[config.mk]
export PLATFORM = sky130hd
export DESIGN_NAME = stepper_calibrate_and_index
export DESIGN_NICKNAME = d
export VERILOG_FILES = /design/src/hdl/sci_pkg.sv /design/src/hdl/sci_avg.sv /design/src/hdl/sci_ctrl.sv /design/src/hdl/stepper_calibrate_and_index.sv
export VERILOG_INCLUDE_DIRS = /design/src /design/src/hdl
export SDC_FILE = /design/constraint.sdc
export NUM_CORES = 1
export LEC_CHECK = 0
export ABC_AREA = 1
export BUFFER_PORTS_ARGS = -buffer_cell sky130_fd_sc_hd__buf_4
export CELL_PAD_IN_SITES_DETAIL_PLACEMENT = 0
export CELL_PAD_IN_SITES_GLOBAL_PLACEMENT = 2
export CORE_MARGIN = 1.5
export CORE_UTILIZATION = 40
export CTS_BUF_LIST = sky130_fd_sc_hd__clkbuf_16
export DETAILED_ROUTE_END_ITERATION = 16
export PLACE_DENSITY = 0.92
export RECOVER_POWER = 100
export SETUP_SLACK_MARGIN = 0.1
export SYNTH_ARGS = -nofsm -noshare
export SYNTH_HDL_FRONTEND = slang
export SYNTH_SLANG_ARGS = --single-unit
[constraint.sdc]
create_clock -name clk -period 8.4 [get_ports clk]
set_clock_uncertainty 0.05 [all_clocks]
set_input_delay 1.26 -clock clk [delete_from_list [all_inputs] [get_ports clk]]
set_output_delay 1.26 -clock clk [all_outputs]
set_load 0.02 [all_outputs]
[src/hdl/stepper_calibrate_and_index_macros.svh]
// Assertion macros used by the stepper sequencer RTL (sci_ctrl).
// Each macro expects clk and arst_n in scope of the module that uses it.
`ifndef STEPPER_CALIBRATE_AND_INDEX_MACROS_SVH
`define STEPPER_CALIBRATE_AND_INDEX_MACROS_SVH

// Check a property on every clock while out of reset
`define SCI_ASSERT(label, prop, msg) \
	label: assert property (@(posedge clk) disable iff (!arst_n) (prop)) else $error(msg);

// Check that a condition implies another one on the following clock
`define SCI_ASSERT_NEXT(label, ante, cons, msg) \
	label: assert property (@(posedge clk) disable iff (!arst_n) (ante) |=> (cons)) else $error(msg);

`endif

[src/hdl/sci_pkg.sv]
// Shared types, constants and the half-step table for the stepper controller.
// No dependencies; imported by every module of the block.
package sci_pkg;

	localparam int PARTS_DEF       = 8;
	localparam int CAL_ROUNDS_DEF  = 3;
	localparam int COUNT_WIDTH_DEF = 16;

	localparam int OFFSET_W         = 10;
	localparam logic [OFFSET_W-1:0] OFFSET_RESET = 10'd155;
	localparam int PARTS_LEFT_W     = 8;
	localparam int REV_OUT_W        = 16;

	typedef enum logic [1:0] {
		CMD_TICK   = 2'd0,
		CMD_CAL    = 2'd1,
		CMD_STATUS = 2'd2,
		CMD_RUN    = 2'd3
	} cmd_t;

	typedef enum logic [1:0] {
		ST_NONE    = 2'd0,
		ST_ACCEPT  = 2'd1,
		ST_NOCAL   = 2'd2,
		ST_BUSY    = 2'd3
	} status_t;

	typedef enum logic [7:0] {
		M_IDLE  = 8'b0000_0001,
		M_SEEK1 = 8'b0000_0010,
		M_BACK  = 8'b0000_0100,
		M_SEEK2 = 8'b0000_1000,
		M_LOW   = 8'b0001_0000,
		M_HIGH  = 8'b0010_0000,
		M_FINAL = 8'b0100_0000,
		M_RUN   = 8'b1000_0000
	} mode_t;

	typedef struct packed {
		cmd_t              cmd;
		logic signed [7:0] run_parts;
		logic              sensor_level;
	} req_item_t;

	typedef struct packed {
		logic [3:0]           coil_pattern;
		logic                 busy_res;
		logic                 calibrated;
		logic [REV_OUT_W-1:0] revolution_steps;
		status_t              status_code;
	} rsp_item_t;

	// Control from the sequencer to the averaging counters
	typedef struct packed {
		logic clear;
		logic inc;
	} avg_ctl_t;

	// Half-step coil patterns, bit 0 is coil 1
	function automatic logic [3:0] phase_pattern(input logic [2:0] idx);
		logic [3:0] pat;
		case (idx)
			3'd0: pat = 4'h1;
			3'd1: pat = 4'h3;
			3'd2: pat = 4'h2;
			3'd3: pat = 4'h6;
			3'd4: pat = 4'h4;
			3'd5: pat = 4'hC;
			3'd6: pat = 4'h8;
			3'd7: pat = 4'h9;
			default: pat = 4'h0;
		endcase
		return pat;
	endfunction

endpackage

[src/hdl/sci_avg.sv]
// Running quotient counters: total counted steps / CAL_ROUNDS, and that / PARTS.
// Depends on sci_pkg. Replaces the divide by counting one step at a time.
module sci_avg import sci_pkg::*; #(
	parameter int PARTS       = PARTS_DEF,
	parameter int CAL_ROUNDS  = CAL_ROUNDS_DEF,
	parameter int COUNT_WIDTH = COUNT_WIDTH_DEF
) (
	input  logic                                     clk,
	input  logic                                     arst_n,
	input  avg_ctl_t                                 ctl,
	output logic [COUNT_WIDTH-1:0]                   quot,
	output logic [COUNT_WIDTH-1:0]                   seg_base,
	output logic [((PARTS > 1) ? $clog2(PARTS) : 1)-1:0] seg_rem
);
	localparam int PW = (PARTS > 1) ? $clog2(PARTS) : 1;
	localparam int AW = (CAL_ROUNDS > 1) ? $clog2(CAL_ROUNDS) : 1;
	localparam logic [AW-1:0] LAST_ROUND_REM = AW'(CAL_ROUNDS - 1);
	localparam logic [PW-1:0] LAST_PART      = PW'(PARTS - 1);

	logic [AW-1:0]          rnd_rem_q;
	logic [COUNT_WIDTH-1:0] quot_q;
	logic [COUNT_WIDTH-1:0] base_q;
	logic [PW-1:0]          part_rem_q;

	// Clear at calibration start, advance one counted step at a time
	always_ff @(posedge clk or negedge arst_n) begin
		if (!arst_n) begin
			rnd_rem_q  <= '0;
			quot_q     <= '0;
			base_q     <= '0;
			part_rem_q <= '0;
		end else if (ctl.clear) begin
			rnd_rem_q  <= '0;
			quot_q     <= '0;
			base_q     <= '0;
			part_rem_q <= '0;
		end else if (ctl.inc) begin
			if (rnd_rem_q == LAST_ROUND_REM) begin
				rnd_rem_q <= '0;
				quot_q    <= quot_q + 1'b1;
				if (part_rem_q == LAST_PART) begin
					part_rem_q <= '0;
					base_q     <= base_q + 1'b1;
				end else begin
					part_rem_q <= part_rem_q + 1'b1;
				end
			end else begin
				rnd_rem_q <= rnd_rem_q + 1'b1;
			end
		end
	end

	assign quot     = quot_q;
	assign seg_base = base_q;
	assign seg_rem  = part_rem_q;

endmodule

[src/hdl/sci_ctrl.sv]
// Stepper sequencer: calibration, segment runs, phase stepping and status.
// Depends on sci_pkg, sci_avg and the assertion macro header.
`include "stepper_calibrate_and_index_macros.svh"
module sci_ctrl import sci_pkg::*; #(
	parameter int PARTS       = PARTS_DEF,
	parameter int CAL_ROUNDS  = CAL_ROUNDS_DEF,
	parameter int COUNT_WIDTH = COUNT_WIDTH_DEF
) (
	input  logic                clk,
	input  logic                arst_n,
	input  logic                fire,
	input  req_item_t           item,
	input  logic [OFFSET_W-1:0] opening_offset,
	output rsp_item_t           res
);
	localparam int CW = COUNT_WIDTH;
	localparam int PW = (PARTS > 1) ? $clog2(PARTS) : 1;
	localparam int RW = $clog2(CAL_ROUNDS + 1);
	localparam int TW = ((CW > OFFSET_W) ? CW : OFFSET_W) + 1;
	localparam logic [CW-1:0] COUNT_MAX  = {CW{1'b1}};
	localparam logic [PW-1:0] LAST_PART  = PW'(PARTS - 1);
	localparam logic [RW-1:0] ROUNDS     = RW'(CAL_ROUNDS);
	localparam logic [PARTS_LEFT_W-1:0] ALL_PARTS = PARTS_LEFT_W'(PARTS);

	mode_t                   mode_q, mode_d;
	logic [2:0]              phase_q, phase_d;
	logic [3:0]              coil_q, coil_d;
	logic [CW-1:0]           step_cnt_q, step_cnt_d;
	logic [RW-1:0]           round_cnt_q, round_cnt_d;
	logic                    cal_q, cal_d;
	logic [CW-1:0]           rev_q, rev_d;
	logic [CW-1:0]           seg_base_q, seg_base_d;
	logic [PW-1:0]           seg_extra_q, seg_extra_d;
	logic [PW-1:0]           part_ptr_q, part_ptr_d;
	logic [PARTS_LEFT_W-1:0] parts_left_q, parts_left_d;
	logic [CW-1:0]           steps_left_q, steps_left_d;
	logic                    back_q, back_d;

	status_t                 status_d;
	avg_ctl_t                avg_ctl;
	logic [CW-1:0]           avg_quot;
	logic [CW-1:0]           avg_base;
	logic [PW-1:0]           avg_rem;
	logic                    do_step;
	logic                    step_back;
	logic                    do_finish;
	logic [PW-1:0]           ptr_nxt;
	logic [CW-1:0]           seg_cur;
	logic [CW-1:0]           seg_nxt;
	logic [TW-1:0]           final_sum;
	logic [CW-1:0]           final_len;
	logic [PARTS_LEFT_W-1:0] parts_dec;

	sci_avg #(
		.PARTS       (PARTS),
		.CAL_ROUNDS  (CAL_ROUNDS),
		.COUNT_WIDTH (COUNT_WIDTH)
	) u_avg (
		.clk      (clk),
		.arst_n   (arst_n),
		.ctl      (avg_ctl),
		.quot     (avg_quot),
		.seg_base (avg_base),
		.seg_rem  (avg_rem)
	);

	// Segment pointer after the current segment, in the move direction
	always_comb begin
		if (back_q) begin
			ptr_nxt = (part_ptr_q == '0) ? LAST_PART : part_ptr_q - 1'b1;
		end else begin
			ptr_nxt = (part_ptr_q == LAST_PART) ? '0 : part_ptr_q + 1'b1;
		end
	end

	// Segment lengths: the last segment also carries the remainder
	assign seg_cur = seg_base_q + ((part_ptr_q == LAST_PART) ? CW'(seg_extra_q) : '0);
	assign seg_nxt = seg_base_q + ((ptr_nxt == LAST_PART) ? CW'(seg_extra_q) : '0);

	// Final move length: average plus offset, saturated
	assign final_sum = TW'(avg_quot) + TW'(opening_offset);
	assign final_len = (final_sum > TW'(COUNT_MAX)) ? COUNT_MAX : final_sum[CW-1:0];

	assign parts_dec = (parts_left_q != '0) ? parts_left_q - 1'b1 : parts_left_q;

	// Next state for one item
	always_comb begin
		mode_d       = mode_q;
		phase_d      = phase_q;
		coil_d       = coil_q;
		step_cnt_d   = step_cnt_q;
		round_cnt_d  = round_cnt_q;
		cal_d        = cal_q;
		rev_d        = rev_q;
		seg_base_d   = seg_base_q;
		seg_extra_d  = seg_extra_q;
		part_ptr_d   = part_ptr_q;
		parts_left_d = parts_left_q;
		steps_left_d = steps_left_q;
		back_d       = back_q;
		status_d     = ST_NONE;
		avg_ctl      = '0;
		do_step      = 1'b0;
		step_back    = 1'b0;
		do_finish    = 1'b0;

		if (fire) begin
			if (mode_q == M_IDLE) begin
				case (item.cmd)
					CMD_CAL: begin
						step_cnt_d    = '0;
						round_cnt_d   = '0;
						avg_ctl.clear = 1'b1;
						mode_d        = M_SEEK1;
						status_d      = ST_ACCEPT;
					end
					CMD_STATUS: begin
						status_d = cal_q ? ST_ACCEPT : ST_NOCAL;
					end
					CMD_RUN: begin
						if (!cal_q) begin
							status_d = ST_NOCAL;
						end else begin
							if (item.run_parts == '0) begin
								parts_left_d = ALL_PARTS;
								back_d       = 1'b0;
							end else if (item.run_parts[7]) begin
								parts_left_d = PARTS_LEFT_W'(-item.run_parts);
								back_d       = 1'b1;
							end else begin
								parts_left_d = PARTS_LEFT_W'(item.run_parts);
								back_d       = 1'b0;
							end
							steps_left_d = seg_cur;
							mode_d       = M_RUN;
							status_d     = ST_ACCEPT;
						end
					end
					default: begin
					end
				endcase
			end else begin
				if (item.cmd != CMD_TICK) begin
					status_d = ST_BUSY;
				end
				case (mode_q)
					M_SEEK1: begin
						if (item.sensor_level) do_step = 1'b1;
						else mode_d = M_BACK;
					end
					M_BACK: begin
						if (!item.sensor_level) begin
							do_step   = 1'b1;
							step_back = 1'b1;
						end else begin
							mode_d = M_SEEK2;
						end
					end
					M_SEEK2: begin
						if (item.sensor_level) do_step = 1'b1;
						else mode_d = M_LOW;
					end
					M_LOW: begin
						if (!item.sensor_level) begin
							do_step = 1'b1;
							if (step_cnt_q != COUNT_MAX) begin
								step_cnt_d  = step_cnt_q + 1'b1;
								avg_ctl.inc = 1'b1;
							end
						end else begin
							mode_d = M_HIGH;
						end
					end
					M_HIGH: begin
						if (item.sensor_level) begin
							do_step = 1'b1;
							if (step_cnt_q != COUNT_MAX) begin
								step_cnt_d  = step_cnt_q + 1'b1;
								avg_ctl.inc = 1'b1;
							end
						end else begin
							step_cnt_d  = '0;
							round_cnt_d = round_cnt_q + 1'b1;
							if (round_cnt_q + 1'b1 >= ROUNDS) begin
								steps_left_d = final_len;
								mode_d       = M_FINAL;
								if (final_len == '0) do_finish = 1'b1;
							end else begin
								mode_d = M_LOW;
							end
						end
					end
					M_FINAL: begin
						if (steps_left_q != '0) begin
							do_step      = 1'b1;
							steps_left_d = steps_left_q - 1'b1;
							if (steps_left_q == CW'(1)) do_finish = 1'b1;
						end else begin
							do_finish = 1'b1;
						end
					end
					M_RUN: begin
						if (steps_left_q != '0) begin
							do_step      = 1'b1;
							step_back    = back_q;
							steps_left_d = steps_left_q - 1'b1;
						end else begin
							part_ptr_d   = ptr_nxt;
							parts_left_d = parts_dec;
							if (parts_dec == '0) mode_d = M_IDLE;
							else steps_left_d = seg_nxt;
						end
					end
					default: begin
						mode_d = M_IDLE;
					end
				endcase
			end

			// Drive the coils from the current phase, then advance it
			if (do_step) begin
				coil_d  = phase_pattern(phase_q);
				phase_d = step_back ? phase_q - 3'd1 : phase_q + 3'd1;
			end

			// Latch the calibration results
			if (do_finish) begin
				rev_d       = avg_quot;
				seg_base_d  = avg_base;
				seg_extra_d = avg_rem;
				cal_d       = 1'b1;
				mode_d      = M_IDLE;
			end
		end
	end

	// Hold the controller state
	always_ff @(posedge clk or negedge arst_n) begin
		if (!arst_n) begin
			mode_q       <= M_IDLE;
			phase_q      <= '0;
			coil_q       <= '0;
			step_cnt_q   <= '0;
			round_cnt_q  <= '0;
			cal_q        <= 1'b0;
			rev_q        <= '0;
			seg_base_q   <= '0;
			seg_extra_q  <= '0;
			part_ptr_q   <= '0;
			parts_left_q <= '0;
			steps_left_q <= '0;
			back_q       <= 1'b0;
		end else begin
			mode_q       <= mode_d;
			phase_q      <= phase_d;
			coil_q       <= coil_d;
			step_cnt_q   <= step_cnt_d;
			round_cnt_q  <= round_cnt_d;
			cal_q        <= cal_d;
			rev_q        <= rev_d;
			seg_base_q   <= seg_base_d;
			seg_extra_q  <= seg_extra_d;
			part_ptr_q   <= part_ptr_d;
			parts_left_q <= parts_left_d;
			steps_left_q <= steps_left_d;
			back_q       <= back_d;
		end
	end

	// Result of this item
	always_comb begin
		res                  = '0;
		res.coil_pattern     = coil_d;
		res.busy_res         = (mode_d != M_IDLE);
		res.calibrated       = cal_d;
		res.revolution_steps = REV_OUT_W'(rev_d);
		res.status_code      = status_d;
	end

	// Phase and segment pointer hold between items
	`SCI_ASSERT_NEXT(a_phase_idle, !fire, $stable(phase_q) && $stable(part_ptr_q),
		"phase or segment pointer moved without an item")
	// Calibration, once done, stays done
	`SCI_ASSERT_NEXT(a_cal_sticky, cal_q, cal_q, "calibrated flag dropped")
	// Phase moves by at most one half-step per item
	`SCI_ASSERT_NEXT(a_phase_step, fire,
		(phase_q == $past(phase_q)) || (phase_q == $past(phase_q) + 3'd1) ||
		(phase_q == $past(phase_q) - 3'd1), "phase jumped by more than one step")
	// A run never leaves idle without a calibration
	`SCI_ASSERT(a_run_cal, (mode_q != M_RUN) || cal_q, "run active while not calibrated")

endmodule

[src/hdl/stepper_calibrate_and_index.sv]
// Channel | Handshake           | Payload
// req     | req_valid/req_stall | req_item: cmd, run_parts, sensor_level
// rsp     | rsp_valid/rsp_stall | rsp_item: coil, busy, calibrated, rev steps, status
// cfg     | cfg_valid/cfg_ready | cfg_data: opening_offset (10 bits)
// One item per cycle while rsp_stall is low; an item passes the input register, then the result register.
// The input register feeds one pass of sequencer logic into the result register.
// rsp_stall holds the result register and, through it, the input register.
// arst_n clears all control state; opening_offset resets to 155. cfg_ready is always high.
// Top level of the half-step stepper controller.
// Depends on sci_pkg, sci_ctrl and sci_avg.
module stepper_calibrate_and_index import sci_pkg::*; #(
	parameter int PARTS       = PARTS_DEF,
	parameter int CAL_ROUNDS  = CAL_ROUNDS_DEF,
	parameter int COUNT_WIDTH = COUNT_WIDTH_DEF
) (
	input  logic                clk,
	input  logic                arst_n,
	input  logic                req_valid,
	output logic                req_stall,
	input  req_item_t           req_item,
	output logic                rsp_valid,
	input  logic                rsp_stall,
	output rsp_item_t           rsp_item,
	input  logic                cfg_valid,
	output logic                cfg_ready,
	input  logic [OFFSET_W-1:0] cfg_data
);
	logic                valid_s1;
	req_item_t           item_s1;
	logic                rsp_valid_s2;
	rsp_item_t           rsp_item_s2;
	logic [OFFSET_W-1:0] offset_q;
	logic                advance;
	logic                fire;
	rsp_item_t           res;

	assign advance   = !rsp_valid_s2 || !rsp_stall;
	assign fire      = valid_s1 && advance;
	assign req_stall = valid_s1 && !advance;
	assign cfg_ready = 1'b1;

	// Write the offset register
	always_ff @(posedge clk or negedge arst_n) begin
		if (!arst_n) begin
			offset_q <= OFFSET_RESET;
		end else if (cfg_valid && cfg_ready) begin
			offset_q <= cfg_data;
		end
	end

	// Input register: take an item when empty or draining
	always_ff @(posedge clk or negedge arst_n) begin
		if (!arst_n) begin
			valid_s1 <= 1'b0;
		end else if (req_valid && !req_stall) begin
			valid_s1 <= 1'b1;
		end else if (advance) begin
			valid_s1 <= 1'b0;
		end
	end

	always_ff @(posedge clk) begin
		if (req_valid && !req_stall) begin
			item_s1 <= req_item;
		end
	end

	sci_ctrl #(
		.PARTS       (PARTS),
		.CAL_ROUNDS  (CAL_ROUNDS),
		.COUNT_WIDTH (COUNT_WIDTH)
	) u_ctrl (
		.clk            (clk),
		.arst_n         (arst_n),
		.fire           (fire),
		.item           (item_s1),
		.opening_offset (offset_q),
		.res            (res)
	);

	// Result register: hold while stalled
	always_ff @(posedge clk or negedge arst_n) begin
		if (!arst_n) begin
			rsp_valid_s2 <= 1'b0;
		end else if (advance) begin
			rsp_valid_s2 <= valid_s1;
		end
	end

	always_ff @(posedge clk) begin
		if (fire) begin
			rsp_item_s2 <= res;
		end
	end

	assign rsp_valid = rsp_valid_s2;
	assign rsp_item  = rsp_item_s2;

endmodule
# Word-level counts from Yosys, hierarchy flattened
# Memories as Yosys holds them, arrays and structs flattened.
# Index checks and enable logic that the tools add are counted.
# totals
register_bits,181
romBits,32
output_inout_bits,27
word_cells,216
mem_count,1
# memory_table
name,depth,width,rd,rd_clocked_by_memory_dff,write_ports,line_no,text
(name not given),8,4,1,0,0,sci_pkg.sv:62,case (idx)
# op_classes
addsub,16
n_lt_le_gt_ge,2
n_eq_ne,28
muxes,102
bitwise,2
reduce_logical,37
# op_table
op,count
16-bit 2-to-1 mux,23
8-bit 2-to-1 mux,19
8-bit one-hot mux with 7 select lines,1
16-bit by 1-bit adder with 16-bit output (second input constant),3
16-bit one-hot mux with 3 select lines,1
16-bit adder,2
16-bit one-hot mux with 2 select lines,1
3-bit 2-to-1 mux,10
1-bit 2-to-1 mux,27
2-bit 2-to-1 mux,11
16-bit by 10-bit adder with 17-bit output,1
17-bit by 16-bit > comparator with 1-bit output (second input constant),1
16-bit by 1-bit == test with 1-bit output (second input constant),1
16-bit logical NOT,1
8-bit logical NOT,2
16-bit != test (second input constant),1
8-bit one-hot mux with 2 select lines,1
4-bit AND reduction,4
16-bit nonzero test,1
16-bit by 1-bit subtractor with 16-bit output (second input constant),1
2-bit nonzero test,7
3-bit by 1-bit adder with 3-bit output (second input constant),3
3-bit == test (second input constant),3
8-bit by 1-bit == test with 1-bit output (second input constant),1
other kinds (39),61

# Longest topological paths before layout
# Gate-level depths: netlist of the first run.
# depth
depth_word,13
mapped_depth,21
depth_no_buf,21

# By module
# From an unflattened synthesis of the first run, not the netlist that was laid out.
# unflattened
cells_unflattened,1538
hier_area_um2,11548.6
# by_module_without_submodules
mod,n_inst,cells_each,area_per_inst_um2,seq_area_each_um2
sci_ctrl,1,1160,7915.1,2428.6
sci_avg,1,287,2039.5,925.9
stepper_calibrate_and_index,1,91,1594.0,1357.6

# Worst setup path after synthesis of the first run
# OpenSTA, ideal clock, no wires.
# synth_path
path_kind,input -> register
from,in rsp_stall
to,"reg rsp_item_s2, in the netlist rsp_item[19], data pin"
setup_ns,0.264
t_arrival_ns,2.813
t_required_ns,8.086
setup_slack_ns,5.273
cell_stages,7
cell_sequence,nand2_1 inv_2 nor2_4 clkbuf_1 o21ai_0 nor2_1 nand4_1
# synth_lines
item,line_no,text
from (decl),stepper_calibrate_and_index.sv:22,"input logic rsp_stall,"
to (signal assigned),stepper_calibrate_and_index.sv:92,rsp_item_s2 <= res;
to (decl),stepper_calibrate_and_index.sv:31,rsp_item_t rsp_item_s2;

# Worst setup path in the final report of the first run
# layout_path
from,in rsp_stall
to,reg u_ctrl.step_cnt_q[11]
# layout_via
elab_chain_cells,4
# layout_rtl
item,line_no,text
1-bit logical NOT,stepper_calibrate_and_index.sv:37,assign advance = !rsp_valid_s2 || !rsp_stall;
1-bit logical OR,stepper_calibrate_and_index.sv:37,
1-bit logical AND,stepper_calibrate_and_index.sv:38,assign fire = valid_s1 && advance;
4-bit AND reduction (no line),--,
to (signal assigned),sci_ctrl.sv:257,step_cnt_q <= step_cnt_d;
to (decl),sci_ctrl.sv:28,"logic [CW-1:0] step_cnt_q, step_cnt_d;"
# No other way between the ends.
# A chain may end at the register's enable or synchronous reset.

==> results.cfg, run 1 <==
[pwr]
p_clk_share_pct = 26.5
peakVddDrop_mv = 0.144
power_frac_comb_pct = 35.1
switching_power_mw = 1.22
powerDensity_nw_per_um2 = 238
leakagePower_nw = 5.63
p_sw_share_pct = 41.0
seqPwrFrac_pct = 38.4
p_int_mw = 1.75
power.total_mw = 2.97

[sta]
timing.fmax_mhz = 172
setup_viol = 0
period_needed_ns = 5.83
fin_tns_setup_ns = 0
drv_slew = 152
min_period_over_period_pct = 69.4
tightestPinTransition_ns = 4.44
hold_viol_final = 0
rsz0062_at_grt = no
relSlewSlack_pct = -196

[die]
die_h_um = 172
io_pins = 53
die_area_um2 = 29500
core_um2 = 27900
start_util_pct = 40.8
die_w_um = 172
rows = 61

[logic_synthesis]
synth_top_area_cell = dfrtp_1
synth_area_leaders = dfrtp_1 31%, nand2_1 11%, edfxtp_1 9.2%
synth_top_area_share_pct = 30.8
syn_nets = 1543
netlist_area_um2 = 11400
synth_cell_types = 60
synthCells = 1482
yosys_warnings = 0
synth_edf_count = 35
ys_seq_area_share_pct = 41.4
async_reset_ff_share_pct = 80.7
synth.avg_cell_area_um2 = 7.68
ys_ff_latch = 181
synth_flop_cell = dfrtp_1

[flow_run]
max_cap_violations = 3

[routing]
drc_errors = 0
vias_per_cell = 5.16
wire_per_inst_um = 16.0
wl_um = 30700
dr_total_vias = 9894
drt_pass1_iterations = 5
ant_nets = 0
drt_iter0_markers = 682

[clock_tree]
cts_max_level = 4
cts_sinks = 181
clkLatencyLatePin_ns = 0.44
cts_root_buf = clkbuf_16
cts_tree = done
clk_pin_slew_ns = 0.07
numCtsBuffers = 17
cts_resized = 0
hold_buffers = 0
cts_setup_buffers = 0
cts_buffer_depth = 2

[global_route]
grt_pass1_vias = 9699
grt_max_degree = 84
antenna_found_initial = 0
grt_pass1_wl_um = 50400
overflow = 0
grtUsageTotal_pct = 22.1

[placement]
gp_congestion = 0.856
portBuffers = 51
hpwl_um = 23200

[setup_path]
cp-start-kind = primary input
cpLargestDelayFamily = buffers and inverters
path_max_fanout = 36
cp_num_buf_inv = 5
cpMostUsedCell = nand2_1
crit_arrival_ns = 6.14
path_class = primary input to flop
max_stage_delay_ns = 1.63
worst_path_max_delay_cell = clkbuf_1
cp-end-kind = flop
path_cells = clkbuf_4, nand2_1, inv_1, nor2_4, clkbuf_1, inv_1, nor2_1, nand2_1, nor2_1, inv_2, nor2_4, nand2_1, nor2_2, a21oi_1, nor3_1
required_ns = 8.71

[final_layout]
drive_gt1_share_pct = 7.60
num_antenna_cells = 0
areaGrowthSynthToFinish_pct = 9.72
nFillCells = 2875
nNetsFinal = 1588

[outcome]
status = finished with violations
violations = max-capacitance violations, max-slew violations

[hold_path]
worst_hold_path_type = flop to flop
## per-layer routing
| layer | vias up | track usage (%) | part of all wire (%) |
|---|---|---|---|
| li1 | 4984 | - | - |
| met4 | 0 | 5.49 | 0.97 |
| met1 | 4702 | 30.3 | 49 |
| met3 | 17 | 3.64 | 4.0 |
| met2 | 191 | 36.1 | 46 |
| met5 | - | 0 | 0 |
## cells in the final DEF, fill, tap and decap left out, types with 8 or more instances in the layout
cell and n:
o22ai_1 11, clkbuf_16 17, dfrtp_1 140, nor2_1 141
ha_1 31, o21ai_0 139, inv_1 200, nand2_1 335
nor2_2 8, buf_4 13, nor3_1 47, a21oi_1 61
clkbuf_4 12, edfxtp_1 35, nand3b_1 9, nand4_1 28
o211ai_1 10, inv_2 8, clkbuf_1 30, nand3_1 106
mux2_2 10, xor2_1 43
## logic make-up after synthesis
group | count (synthesis) | synth area share [%]
simple gates | 710 | 28.3
compound gates | 256 | 12.7
buf+inv | 239 | 8.59
flops | 181 | 41.4
xor+xnor | 50 | 3.85
fa+ha+maj | 35 | 4.11
mux | 10 | 0.990
other cells | 1 | 0.0330
## stage by stage
step	util (%)	hold WS (ns)	instance area [um^2]	std cells	setup slack [ns]
2_1_floorplan	-	0.405	11400	1482	5.27
3_3_place_gp	43.4	0.421	12100	1886	4.19
3_5_place_dp	43.4	0.431	12100	1886	4.05
4_1_cts	45.4	0.448	12600	1918	4.50
5_1_grt	44.8	0.480	12500	1918	2.14
6_report	44.8	0.439	12500	1918	2.57
## synthesized netlist by cell type (all sizes together) (5+ instances only)
cell	count
nand2	342
ha	31
nor2	156
a31oi	5
inv	208
o22ai	11
edfxtp	35
o211ai	11
xor2	43
nand4	29
a21oi	62
nor3	51
mux2	10
nor4	7
buf	20
nand3b	9
nand3	109
o21ai	143
xnor2	7
dfstp	6
o21a	5
dfrtp	140
clkbuf	9
## sequential cells by signal, indices dropped and copies added (netlist names), 3 cells and up
signal,count
rsp_item,24
u_ctrl.rev_q,16
u_ctrl.seg_base_q,16
u_ctrl.step_cnt_q,16
u_ctrl.steps_left_q,16
u_ctrl.u_avg.quot,16
u_ctrl.u_avg.seg_base,16
item_s1,11
offset_q,10
u_ctrl.mode_q,8
u_ctrl.parts_left_q,8
u_ctrl.coil_q,4
u_ctrl.part_ptr_q,3
u_ctrl.phase_q,3
u_ctrl.seg_extra_q,3
u_ctrl.u_avg.seg_rem,3
## final cells by class
| cell class | count | area, um^2 | share of cell area (%) |
|---|---|---|---|
| Multi-Input combinational cell | 1062 | 5640 | 45.2 |
| Sequential cell | 181 | 4710 | 37.8 |
| Inverter | 210 | 791 | 6.34 |
| Tap cell | 378 | 473 | 3.79 |
| Clock buffer | 17 | 425 | 3.41 |
| Timing Repair Buffer | 55 | 300 | 2.41 |
| Clock inverter | 15 | 144 | 1.15 |
## power groups by stage
stage                     registers (mW)  logic, mW  clock network, mW
after floorplan                     1.15      0.782                  0
after global placement              1.16       1.08                  0
after detailed placement            1.16       1.08                  0
after CTS                           1.14       1.08              0.809
after global routing                1.16       1.19              0.841
final                               1.14       1.04              0.787
## path summary, 6_finish.rpt
kind	from	end	slack, ns	cells after the start
worst max-delay path	rsp_stall	u_ctrl.step_cnt_q[11]	2.57	15
worst min-delay path	u_ctrl.round_cnt_q[0]	u_ctrl.round_cnt_q[0]	0.44	1
worst max register to register	u_ctrl.mode_q[7]	u_ctrl.steps_left_q[12]	3.00	14
worst min register to register	u_ctrl.round_cnt_q[0]	u_ctrl.round_cnt_q[0]	0.44	1
max in group asynchronous	arst_n	u_ctrl.step_cnt_q[3]	3.34	2
min in group asynchronous	arst_n	offset_q[2]	2.34	1
Power figures use the tool's default switching activity.
==> run 2, diff against run 1 <==
Settings changed: CORE_UTILIZATION 40 to 34, PLACE_DENSITY 0.92 to 0.84.
Clock period 8.4 ns to 4.85 ns, I/O delays scaled along.
==> results.cfg, run 2 (synthesis results as in run 1) <==
[sta]
timing.fmax_mhz = 245
hold_viol_final = 0
drv_slew = 135
tightestPinTransition_ns = 2.56
period_needed_ns = 4.07
relSlewSlack_pct = -71.0
fin_tns_setup_ns = 0
rsz0062_at_grt = no
worst_hold_slack_ns = 0.411
min_period_over_period_pct = 84.0
setup_ws_ns = 0.775
setup_viol = 0

[die]
core_um2 = 32700
rows = 66
die_area_um2 = 34600
die_w_um = 186
start_util_pct = 34.8
io_pins = 53
die_h_um = 186

[final_layout]
final_area_um2 = 12500
multiInputGateArea_um2 = 5620
num_antenna_cells = 0
post-route-util_pct = 38.4
nNetsFinal = 1590
areaGrowthSynthToFinish_pct = 10.3
final_cell_mix = 336 x nand2_1, 200 x inv_1, 145 x nor2_1, 140 x o21ai_0, 140 x dfrtp_1
nFillCells = 3492
seqCellArea_um2 = 4710
largest_reg_flops = 24
drive_gt1_share_pct = 7.39
layout_commonest_cell = nand2_1

[setup_path]
rr_worst_depth = 13
cp-end-kind = flop
path_max_fanout = 20
r2r-start = u_ctrl.mode_q[4]
worstReg2RegEnd = u_ctrl.steps_left_q[8]
cp-start-kind = flop
rrSetupSlack_ns = 0.78
path_class = flop to flop
crit_arrival_ns = 4.39
required_ns = 5.16

[pwr]
p_int_mw = 3.04
seqPwrFrac_pct = 37.9
powerDensity_nw_per_um2 = 415
switching_power_mw = 2.16
power_frac_comb_pct = 35.6
p_sw_share_pct = 41.6
p_clk_share_pct = 26.5
peakVddDrop_mv = 0.291
leakagePower_nw = 5.61

[hold_path]
worst_hold_path_type = flop to flop
min_path_cells = 2
worstHoldStart = valid_s1
hold_path_end = rsp_valid

[clock_tree]
cts_setup_buffers = 0
hold_buffers = 0
cts_resized = 0
cts_max_level = 4
clk_pin_slew_ns = 0.08
clkLatencyLatePin_ns = 0.46
cts_sinks = 181
cts_buffer_depth = 2
cts_root_buf = clkbuf_16
numCtsBuffers = 17
cts_tree = done

[routing]
wire_per_inst_um = 16.3
drt_iter0_markers = 755
dr_total_vias = 9877
drc_errors = 0
wl_um = 32300
drt_pass1_iterations = 5
vias_per_cell = 4.98
ant_nets = 0

[global_route]
overflow = 0
antenna_found_initial = 1
grt_pass1_wl_um = 52700
grt_max_degree = 99
grt_pass1_vias = 9603
grtUsageTotal_pct = 19.9

[placement]
gp_congestion = 0.848
portBuffers = 51
placedInstanceArea_um2 = 12200
hpwl_um = 24400
pre_cts_ws_ns = 1.25

[outcome]
status = finished with violations
violations = max-capacitance violations, max-slew violations

[flow_run]
max_cap_violations = 2
==> run 2: cell count changes in the layout (fill, tap and decap cells not counted), sizes merged <==
cell | before | now
buf | 13 | 14
clkbuf | 59 | 60
==> run 2: per-layer routing <==
| metal | global-route usage (%) | vias up | share of wire, % |
|---|---|---|---|
| met5 | 0 | - | 0.040 |
| met4 | 5.06 | 2 | 1.5 |
| met3 | 2.95 | 29 | 3.1 |
| met2 | 31.0 | 168 | 45 |
| met1 | 28.6 | 4694 | 51 |
| li1 | - | 4984 | - |
==> run 2: worst max path at each step <==
stage,slack (ns),from,end
global route,0.41,rsp_valid,u_ctrl.u_avg.quot[11]
detailed placement,1.25,offset_q[0],u_ctrl.seg_base_q[11]
floorplan,2.05,u_ctrl.part_ptr_q[0],u_ctrl.steps_left_q[10]
finish,0.78,u_ctrl.mode_q[4],u_ctrl.steps_left_q[8]
CTS,1.22,offset_q[0],u_ctrl.seg_base_q[11]
global placement,1.32,offset_q[0],u_ctrl.seg_base_q[15]
==> run 2: area by class of cell <==
class	count	share of cell area, %
Multi-Input combinational cell	1062	44.8
Sequential cell	181	37.6
Inverter	210	6.30
Tap cell	442	4.41
Clock buffer	17	3.39
Timing Repair Buffer	57	2.47
Clock inverter	15	1.08
==> run 2: worst max-delay path: stages (launching register included) <==
cell,delay [ns]
dfrtp_1,0.43
nor2_1,0.24
nand2_1,0.16
clkinv_1,0.08
nand3_1,0.75
clkinv_2,0.56
nand2_1,0.11
o21ai_0,0.11
nand2_1,0.09
a211oi_2,0.29
nand2_4,0.18
clkinvlp_2,0.52
o311ai_0,0.27
o21ai_1,0.12
==> run 2: power groups by stage <==
stage / clock network (mW) / registers, mW / logic (mW)
floorplan: 0 / 1.99 / 1.35
global placement: 0 / 1.99 / 1.91
detailed placement: 0 / 2.00 / 1.90
CTS: 1.42 / 1.97 / 1.91
global route: 1.47 / 2.00 / 2.10
finish: 1.38 / 1.97 / 1.85
==> run 2: stage by stage <==
stage          instances  total power [mW]
3_5_place_dp        1952              3.90
4_1_cts             1984              5.30
3_3_place_gp        1952              3.90
2_1_floorplan       1482              3.34
5_1_grt             1984              5.57
6_report            1984              5.20
==> run 3, diff against run 2 <==
Settings changed: CORE_UTILIZATION 34 to 37, PLACE_DENSITY 0.84 to 0.86.
Clock period 4.85 ns to 4.1 ns, I/O delays scaled along.
==> results.cfg, run 3 (synthesis results as in run 1) <==
[clock_tree]
clkLatencyLatePin_ns = 0.47
cts_max_level = 4
clk_pin_slew_ns = 0.07
cts_sinks = 181
cts_tree = done
hold_buffers = 0
numCtsBuffers = 17
cts_buffer_depth = 2
cts_root_buf = clkbuf_16
cts_setup_buffers = 0
cts_resized = 0

[sta]
period_needed_ns = 3.60
worst_hold_slack_ns = 0.292
hold_viol_final = 0
setup_viol = 0
tightestPinTransition_ns = 2.32
rsz0062_at_grt = no
relSlewSlack_pct = -54.6
setup_ws_ns = 0.499
min_period_over_period_pct = 87.8
fin_tns_setup_ns = 0
timing.fmax_mhz = 278
drv_slew = 126

[setup_path]
required_ns = 4.45
cp-start-kind = flop
path_class = flop to flop
path_max_fanout = 16
cp-end-kind = flop
crit_arrival_ns = 3.95
rr_worst_depth = 13

[routing]
vias_per_cell = 5.04
wl_um = 31200
wire_per_inst_um = 16.0
drt_pass1_iterations = 5
ant_nets = 0
drt_iter0_markers = 605
dr_total_vias = 9790
drc_errors = 0

[final_layout]
num_antenna_cells = 0
largest_reg_flops = 24
final_cell_mix = 333 x nand2_1, 197 x inv_1, 145 x nor2_1, 140 x dfrtp_1, 137 x o21ai_0
stdcell_count = 1943
nFillCells = 3187
areaGrowthSynthToFinish_pct = 10.8
nNetsFinal = 1595
layout_commonest_cell = nand2_1
drive_gt1_share_pct = 8.27

[global_route]
antenna_found_initial = 0
grtUsageTotal_pct = 21.0
grt_pass1_vias = 9590
grt_pass1_wl_um = 51200
grt_max_degree = 90
overflow = 0

[die]
start_util_pct = 37.4
die_w_um = 178
rows = 64
die_area_um2 = 31800
io_pins = 53
core_um2 = 30400
die_h_um = 178

[outcome]
status = finished with violations
violations = max-capacitance violations, max-slew violations

[placement]
portBuffers = 51
pre_cts_ws_ns = 0.672
hpwl_um = 23900
place_inst = 1911
gp_congestion = 0.844

[pwr]
peakVddDrop_mv = 0.343
powerDensity_nw_per_um2 = 492
leakagePower_nw = 5.68

[flow_run]
max_cap_violations = 2

[hold_path]
min_path_cells = 1
worst_hold_path_type = primary input to flop
-- run 3: cell count changes in the layout (fill, tap and decap cells not counted), sizes merged --
cell / previous run / this run
buf: 14 / 18
clkbuf: 60 / 61
clkinvlp: 2 / 1
inv: 216 / 217
-- run 3: layout make-up --
type / count / area [um^2] / share of cell area (%)
Inverter: 210 / 791 / 6.27
Timing Repair Buffer: 62 / 358 / 2.84
Multi-Input combinational cell: 1062 / 5640 / 44.8
Clock buffer: 17 / 425 / 3.38
Tap cell: 396 / 495 / 3.93
Sequential cell: 181 / 4710 / 37.4
Clock inverter: 15 / 178 / 1.41
-- run 3: worst paths after layout --
path                                  start                  endpoint  slack [ns]
min in group asynchronous            arst_n         u_ctrl.phase_q[1]        0.74
max reg2reg                u_ctrl.mode_q[4]  u_ctrl.u_avg.seg_base[4]        0.50
min                             req_item[3]                item_s1[3]        0.29
max                        u_ctrl.mode_q[4]  u_ctrl.u_avg.seg_base[4]        0.50
min reg2reg                        valid_s1                 rsp_valid        0.44
max in group asynchronous            arst_n      u_ctrl.step_cnt_q[5]        1.17
-- run 3: routing by layer --
metal | routed length, um | share of wire (%) | vias to the layer above | global-route usage [%]
met4 | 683 | 2.2 | 0 | 6.81
met3 | 1180 | 3.8 | 45 | 3.62
li1 | - | - | 5007 | -
met1 | 15200 | 49 | 4575 | 28.8
met2 | 14100 | 45 | 163 | 33.6
met5 | 0 | 0 | - | 0
-- run 3: report_power, final --
group	internal, mW	switching, mW	leakage [nW]
Sequential	2.12	0.208	2.27
Clock	0.830	0.859	0.297
Combinational	0.675	1.51	3.11
Total	3.63	2.57	5.68
-- run 3: through the flow --
stage,power (mW),util [%],instance area (um^2)
after CTS,6.33,42.0,12800
final,6.20,41.4,12600
after global placement,4.59,40.0,12200
after detailed placement,4.60,40.0,12200
after global routing,6.66,41.4,12600
after floorplan,3.95,-,11400
-- run 3: worst max-delay path, cell delays in order, from the launching register on --
cell,delay (ns)
dfrtp_1,0.41
nor2_1,0.28
nand2_2,0.12
inv_1,0.09
nand3_2,0.41
nor3_1,0.93
inv_2,0.23
nand2_2,0.17
nand2_4,0.09
nor2_4,0.27
inv_2,0.11
nor3_2,0.15
nand2_1,0.07
a21oi_1,0.12
